`src/design/wlt_pkg.sv`:
```
// ----------------------------------------------------------------------------
// wlt_pkg
// Shared types, codes and constants of the windowed latency tracker.
// ----------------------------------------------------------------------------
package wlt_pkg;

    localparam int DEF_NUM_DEVICES  = 8;
    localparam int DEF_WINDOW_DEPTH = 100;
    localparam int DEF_LATENCY_BITS = 24;

    localparam int DEV_IDX_W  = 3;
    localparam int MASK_W     = 8;
    localparam int THR_W      = 8;
    localparam int COUNT_W    = 32;
    localparam int STATUS_W   = 2;
    localparam int CFG_ADDR_W = 2;
    localparam int CFG_DATA_W = 8;

    localparam int COMP_MIN_COUNT    = 5;
    localparam int OUTLIER_MIN_COUNT = 10;

    // 3.0 sigma in Q4.4
    localparam logic [THR_W-1:0] THRESHOLD_RESET = 8'd48;

    // configuration register indexes
    localparam logic [CFG_ADDR_W-1:0] CFG_DEVICE_MASK = 2'd0;
    localparam logic [CFG_ADDR_W-1:0] CFG_OUTLIER_EN  = 2'd1;
    localparam logic [CFG_ADDR_W-1:0] CFG_THRESHOLD   = 2'd2;

    typedef enum logic [STATUS_W-1:0] {
        ST_ACCEPTED = 2'd0,
        ST_OUTLIER  = 2'd1,
        ST_DISABLED = 2'd2
    } status_t;

    typedef enum logic [4:0] {
        S_IDLE, S_LOAD, S_CHECK, S_DEV1, S_DEV2, S_DEV3, S_RHS1, S_RHS2, S_CMP,
        S_SQR, S_UPD, S_MGO, S_MWAIT, S_VGO, S_VWAIT, S_QGO, S_QWAIT, S_FIN,
        S_WB, S_OUT
    } state_t;

    typedef struct packed {
        logic    capture;
        logic    load;
        logic    dev1;
        logic    dev2;
        logic    dev3;
        logic    rhs1;
        logic    rhs2;
        logic    sqr;
        logic    upd;
        logic    div_start;
        logic    sel_var;
        logic    take_mean;
        logic    sqrt_start;
        logic    fin;
        logic    wb;
        logic    out_load;
        status_t out_status;
    } cmd_t;

    typedef struct packed {
        logic enabled;
        logic check_needed;
        logic outlier;
        logic div_done;
        logic sqrt_done;
        logic out_busy;
    } sts_t;

    function automatic int byte_pad(input int bits);
        return ((bits + 7) / 8) * 8;
    endfunction

endpackage

```
`src/design/wlt_ctrl.sv`:
```
// ----------------------------------------------------------------------------
// wlt_ctrl
// Sequencer: steps one sample through check, update and statistics.
// ----------------------------------------------------------------------------
module wlt_ctrl (
    input  logic          aclk,
    input  logic          aresetn,
    input  logic          s_axis_tvalid,
    output logic          s_axis_tready,
    input  wlt_pkg::sts_t sts,
    output wlt_pkg::cmd_t cmd
);
    import wlt_pkg::*;

    state_t  state_reg, state_next;
    logic    phase_reg, phase_next;   // 0: outlier check, 1: statistics update
    status_t status_reg, status_next;

    always_ff @(posedge aclk) begin
        if (!aresetn) begin
            state_reg  <= S_IDLE;
            phase_reg  <= 1'b0;
            status_reg <= ST_ACCEPTED;
        end else begin
            state_reg  <= state_next;
            phase_reg  <= phase_next;
            status_reg <= status_next;
        end
    end

    always_comb begin
        state_next  = state_reg;
        phase_next  = phase_reg;
        status_next = status_reg;
        unique case (state_reg)
            S_IDLE:  if (s_axis_tvalid) state_next = S_LOAD;
            S_LOAD:  state_next = S_CHECK;
            S_CHECK: begin
                if (!sts.enabled) begin
                    status_next = ST_DISABLED;
                    state_next  = S_OUT;
                end else if (sts.check_needed) begin
                    phase_next = 1'b0;
                    state_next = S_DEV1;
                end else begin
                    state_next = S_SQR;
                end
            end
            S_DEV1:  state_next = S_DEV2;
            S_DEV2:  state_next = S_DEV3;
            S_DEV3:  state_next = phase_reg ? S_VGO : S_RHS1;
            S_RHS1:  state_next = S_RHS2;
            S_RHS2:  state_next = S_CMP;
            S_CMP: begin
                if (sts.outlier) begin
                    status_next = ST_OUTLIER;
                    state_next  = S_OUT;
                end else begin
                    state_next = S_SQR;
                end
            end
            S_SQR:   state_next = S_UPD;
            S_UPD:   state_next = S_MGO;
            S_MGO:   state_next = S_MWAIT;
            S_MWAIT: begin
                if (sts.div_done) begin
                    phase_next = 1'b1;
                    state_next = S_DEV1;
                end
            end
            S_VGO:   state_next = S_VWAIT;
            S_VWAIT: if (sts.div_done) state_next = S_QGO;
            S_QGO:   state_next = S_QWAIT;
            S_QWAIT: if (sts.sqrt_done) state_next = S_FIN;
            S_FIN:   state_next = S_WB;
            S_WB: begin
                status_next = ST_ACCEPTED;
                state_next  = S_OUT;
            end
            S_OUT:   if (!sts.out_busy) state_next = S_IDLE;
            default: state_next = S_IDLE;
        endcase
    end

    always_comb begin
        cmd            = '0;
        cmd.out_status = status_reg;
        s_axis_tready  = 1'b0;
        unique case (state_reg)
            S_IDLE: begin
                s_axis_tready = 1'b1;
                cmd.capture   = s_axis_tvalid;
            end
            S_LOAD:  cmd.load = 1'b1;
            S_DEV1:  cmd.dev1 = 1'b1;
            S_DEV2:  cmd.dev2 = 1'b1;
            S_DEV3:  cmd.dev3 = 1'b1;
            S_RHS1:  cmd.rhs1 = 1'b1;
            S_RHS2:  cmd.rhs2 = 1'b1;
            S_SQR:   cmd.sqr  = 1'b1;
            S_UPD:   cmd.upd  = 1'b1;
            S_MGO:   cmd.div_start = 1'b1;
            S_MWAIT: cmd.take_mean = sts.div_done;
            S_VGO: begin
                cmd.div_start = 1'b1;
                cmd.sel_var   = 1'b1;
            end
            S_QGO:   cmd.sqrt_start = 1'b1;
            S_FIN:   cmd.fin = 1'b1;
            S_WB:    cmd.wb  = 1'b1;
            S_OUT:   cmd.out_load = !sts.out_busy;
            default: cmd = '0;
        endcase
    end

endmodule

```
`config.mk`:
```
export PLATFORM = sky130hd
export DESIGN_NAME = wlt_ctrl
export DESIGN_NICKNAME = d
export VERILOG_FILES = /design/src/design/wlt_pkg.sv /design/src/design/wlt_ctrl.sv
export SDC_FILE = /design/constraint.sdc
export NUM_CORES = 1
export LEC_CHECK = 0
export BUFFER_PORTS_ARGS = -buffer_cell sky130_fd_sc_hd__buf_2
export CORE_MARGIN = 2
export CORE_UTILIZATION = 36
export DETAILED_ROUTE_END_ITERATION = 6
export PLACE_DENSITY = 0.67
export REMOVE_ABC_BUFFERS = 1
export SETUP_SLACK_MARGIN = 0.02
export SYNTH_ARGS = -nofsm -noshare
export SYNTH_HDL_FRONTEND = slang
export SYNTH_SLANG_ARGS = --single-unit
export TNS_END_PERCENT = 100
```
`constraint.sdc`:
```
create_clock -name aclk -period 3.6 [get_ports aclk]
set_input_delay 0.72 -clock aclk [delete_from_list [all_inputs] [get_ports aclk]]
set_output_delay 0.72 -clock aclk [all_outputs]
set_load 0.03 [all_outputs]
```
=== Yosys cells after proc, flatten, opt, wreduce, memory -nomap -nowiden ===
Cells that the tools add are included.

* Flip-flop bits (word level): 8
* Input bits: 9
* Logic and storage cells: 75
* Output and inout bits: 19

* Reductions and logical operators: 9
* Equality and inequality tests: 28
* Mux-type cells: 35

{| class="wikitable"
|+ Operators with widths
! kind !! number
|-
| $pmux W5 S20 || 1
|-
| $eq A5 B4 Y1 const B || 8
|-
| $mux W5 || 7
|-
| $eq A5 B3 Y1 const B || 4
|-
| $eq A5 B5 Y1 const B || 4
|-
| $mux W1 || 20
|-
| $ne A2 B2 Y1 const B || 9
|-
| $reduce_or A16 Y1 || 1
|-
| $eq A5 B2 Y1 const B || 2
|-
| $mux W4 || 2
|-
| $mux W2 || 3
|-
| $pmux W2 S3 || 1
|-
| $eq A5 B1 Y1 const B || 1
|-
| $logic_not A5 Y1 || 1
|-
| $reduce_and A5 Y1 || 1
|-
| $reduce_and A4 Y1 || 1
|-
| $reduce_and A3 Y1 || 1
|-
| $reduce_bool A3 Y1 || 1
|-
| $pmux W1 S2 || 1
|-
| $reduce_bool A2 Y1 || 1
|-
| $reduce_or A2 Y1 || 1
|-
| $logic_not A1 Y1 || 1
|}

=== Depth between registers and ports, before layout ===
* Depth after elaboration: 3
* Depth in mapped cells: 7
* Mapped depth without buffers: 5

=== Worst setup path before layout ===
Ideal clock, no wire load.

* Path kind: register to output
* Start point: reg state_reg[0]
* End point: out cmd[17] (netlist bit)
* Data required time: 2.880 ns
* Arrival: 1.997 ns
* Path slack: 0.883 ns
* Path buffers: 3
* Cell stages (with the launch flop): 6
* Path through: dfxtp_1 > buf_2 > buf_1 > clkbuf_1 > nor3_1 > and2_1

{| class="wikitable"
|+ RTL lines
! what !! line !! text
|-
| start, declared || wlt_ctrl.sv:15 || <nowiki>state_t state_reg, state_next;</nowiki>
|-
| start signal, assigned || wlt_ctrl.sv:25 || <nowiki>state_reg <= state_next;</nowiki>
|-
| end, declared || wlt_ctrl.sv:11 || <nowiki>output wlt_pkg::cmd_t cmd</nowiki>
|}

==> flow_summary.json <==
{
  "track_usage_pct": 18.9,
  "cts_setup_buffers": 0,
  "max_slew.worst_pin.slew_ps": 792,
  "avgSynthCellArea_um2": 6.53,
  "crit_type": "reg -> out",
  "clkPwrFrac_pct": 11.8,
  "yosys_warnings": 0,
  "die_h_um": 52.4,
  "drive_above_1_share_pct": 24.2,
  "grt_antenna_before_repair": 0,
  "synthArstFlopShare_pct": 0,
  "viasPerCell": 5.76,
  "power_frac_comb_pct": 60.5,
  "yosys.area_share.simple_pct": 39.7,
  "required_ps": 2880,
  "reg2reg_depth": 6,
  "cts_made_buffers": 3,
  "seq_area_frac_synth_pct": 19.0,
  "ant_nets": 0,
  "finalMaxSlewViolations": 0,
  "die-area_um2": 2740,
  "h-tree-depth": 1,
  "clk_transition_reported_paths_ps": 60,
  "arrival_ps": 2010,
  "dp_slack_ps": 1150,
  "grt_max_degree": 27,
  "drt-wirelength-per-cell_um": 13.7,
  "cts_hold_buf": 0,
  "hpwl_um": 1720,
  "diodes": 0,
  "power.internal_mw": 0.295,
  "synthCells": 129,
  "clock-sinks": 8,
  "p_sw_share_pct": 54.2,
  "crit_path_start_kind": "register",
  "synth_top_family_by_area": "simple AND/OR/NAND/NOR gates",
  "yosys.area_share.xor_xnor_pct": 1.04,
  "rows": 17,
  "leakagePower_nw": 0.430,
  "clk_latency_ps": 270,
  "relSlewSlack_pct": 47.2,
  "finalPower_mw": 0.643,
  "rsz0062_at_grt": "false",
  "firstDrtPassIters": 4,
  "synth_edf_count": 0,
  "synth_cell_type_count": 45,
  "syn2layout_area_growth_pct": 18.3,
  "hold_path.startpoint": "status_reg[0]",
  "finish.utilization_pct": 45.0,
  "synthFlopType": "dfxtp_1",
  "io_buffer_count": 27,
  "num-fill-cells": 240,
  "powerDensity_nw_per_um2": 646,
  "switchingPower_mw": 0.348,
  "fmax_ghz": 0.366,
  "start_util_pct": 38.1,
  "fin_skew_ps": 3.86,
  "cts-root-buf": "clkbuf_4",
  "core_um2": 2210,
  "synth_area_um2": 842,
  "crit_fanout": 26,
  "synth_compound_area_share_pct": 32.5,
  "finalHoldViolCount": 0,
  "multi_input_area_um2": 617,
  "grt_pass1_vias": 821,
  "ir_drop_uv": 348,
  "ys_seq_elements": 8,
  "reg2reg_from": "state_reg[0]",
  "fin_ws_ps": 867,
  "critPathLaunch": "state_reg[1]",
  "num-nets-final": 160,
  "via_count": 1020,
  "regArea_um2": 160,
  "routabilityCongestion": 0.873,
  "cts_resized": 0,
  "drt_iter0_drc": 34,
  "io_pins": 28,
  "finalWorstPathRequiredPeriod_ps": 2730,
  "setup_viol": 0,
  "grt_pass1_wl_um": 3790,
  "cts_tree": "done",
  "synthAdderAreaFrac_pct": 0,
  "routed_wl_um": 2420,
  "synth_mux_area_share_pct": 0,
  "end_kind": "primary output",
  "largest_register_ffs": 5,
  "seqPwrFrac_pct": 27.7,
  "max-cap-violations": 0,
  "post-route-period-util_pct": 75.9,
  "status": "complete, no violations",
  "grt.overflow.total": 0,
  "worst_hold_path.num_cells": 2,
  "dieWidth_um": 52.4,
  "route.detailed.drc": 0,
  "clock_path_buffers": 2,
  "tns_ps": 0,
  "hp-class": "reg -> reg"
}
[worst paths after layout]
kind / endpoint / slack (ps)
worst min-delay path: status_reg[0] / 550
worst max register to register: state_reg[3] / 1670
worst max-delay path: cmd[0] / 870
worst min register to register: status_reg[0] / 550
[power by group through the flow]
stage	combinational (mW)	sequential (mW)	clock, mW
3_5_place_dp	0.386	0.178	0
6_report	0.389	0.178	0.0756
5_1_grt	0.427	0.187	0.0825
2_1_floorplan	0.276	0.180	0
4_1_cts	0.387	0.177	0.0776
3_3_place_gp	0.379	0.177	0
[Yosys cell counts, types with 2 or more instances]
cell type  count  share of area (%)
nor2_1        18                8.0
nand2_1       14                6.2
nor3_1        11                6.5
a21oi_1       10                5.9
dfxtp_1        8                 19
buf_2          7                4.2
o21ai_0        5                3.0
nand2b_1       4                3.0
nor2b_1        4                3.0
clkbuf_1       3                1.3
o211a_1        3                3.6
a311oi_1       2                2.1
a32oi_1        2                2.1
and2_1         2                1.5
buf_1          2               0.89
inv_2          2               0.89
nor4_1         2                1.5
o21a_1         2                1.8
o21ai_1        2                1.2
[layout make-up]
class	count	area share, %
sequential	8	16.1
tap	28	3.52
clock buffer	3	2.26
multi-input combinational	106	61.9
inverter	3	1.13
timing repair buffer	29	15.1
[placed cells by master (no fill, tap or decap), types with 2 or more instances in the layout]
cell / n
o21a_1: 2
dfxtp_1: 8
o21ai_0: 5
a32oi_1: 2
nor2_1: 18
a311oi_1: 2
nand2_1: 14
o211a_1: 3
o21ai_1: 2
clkbuf_4: 3
nor2b_1: 4
nor4_1: 2
and2_1: 2
nand2b_1: 4
buf_2: 27
a21oi_1: 10
nor3_1: 11
inv_2: 2
buf_4: 2
[routing by layer]
metal	up-vias	part of all wire, %	track usage, %
li1	514	-	-
met1	450	46	25.9
met2	49	44	26.9
met3	7	7.1	3.71
met4	0	2.5	11.1
met5	-	0	0
[stage by stage]
step                std cells  hold WS (ps)  area [µm²]
CTS                       177           543         996
detailed placement        174           526         973
global placement          174           513         973
global route              177           577         996
finish                    177           546         996
floorplan                 117           476         788
[cell families (layout without fill, tap and decap cells)]
family                    after synthesis  count (layout)
AOI/OAI and AO/OA                      39              39
xor gates and xnor gates                1               1
buffers and inverters                  15              35
DFF                                     8               8
and+or+nand+nor                        66              66
[critical path, cell delays in order (launching register included)]
cell and delay (ps):
dfxtp_1 830, inv_1 190, nor3_1 180, nor2_1 60, o311ai_1 220, a21oi_1 60
buf_2 180
Note: power is estimated with default switching activity, not from simulation.
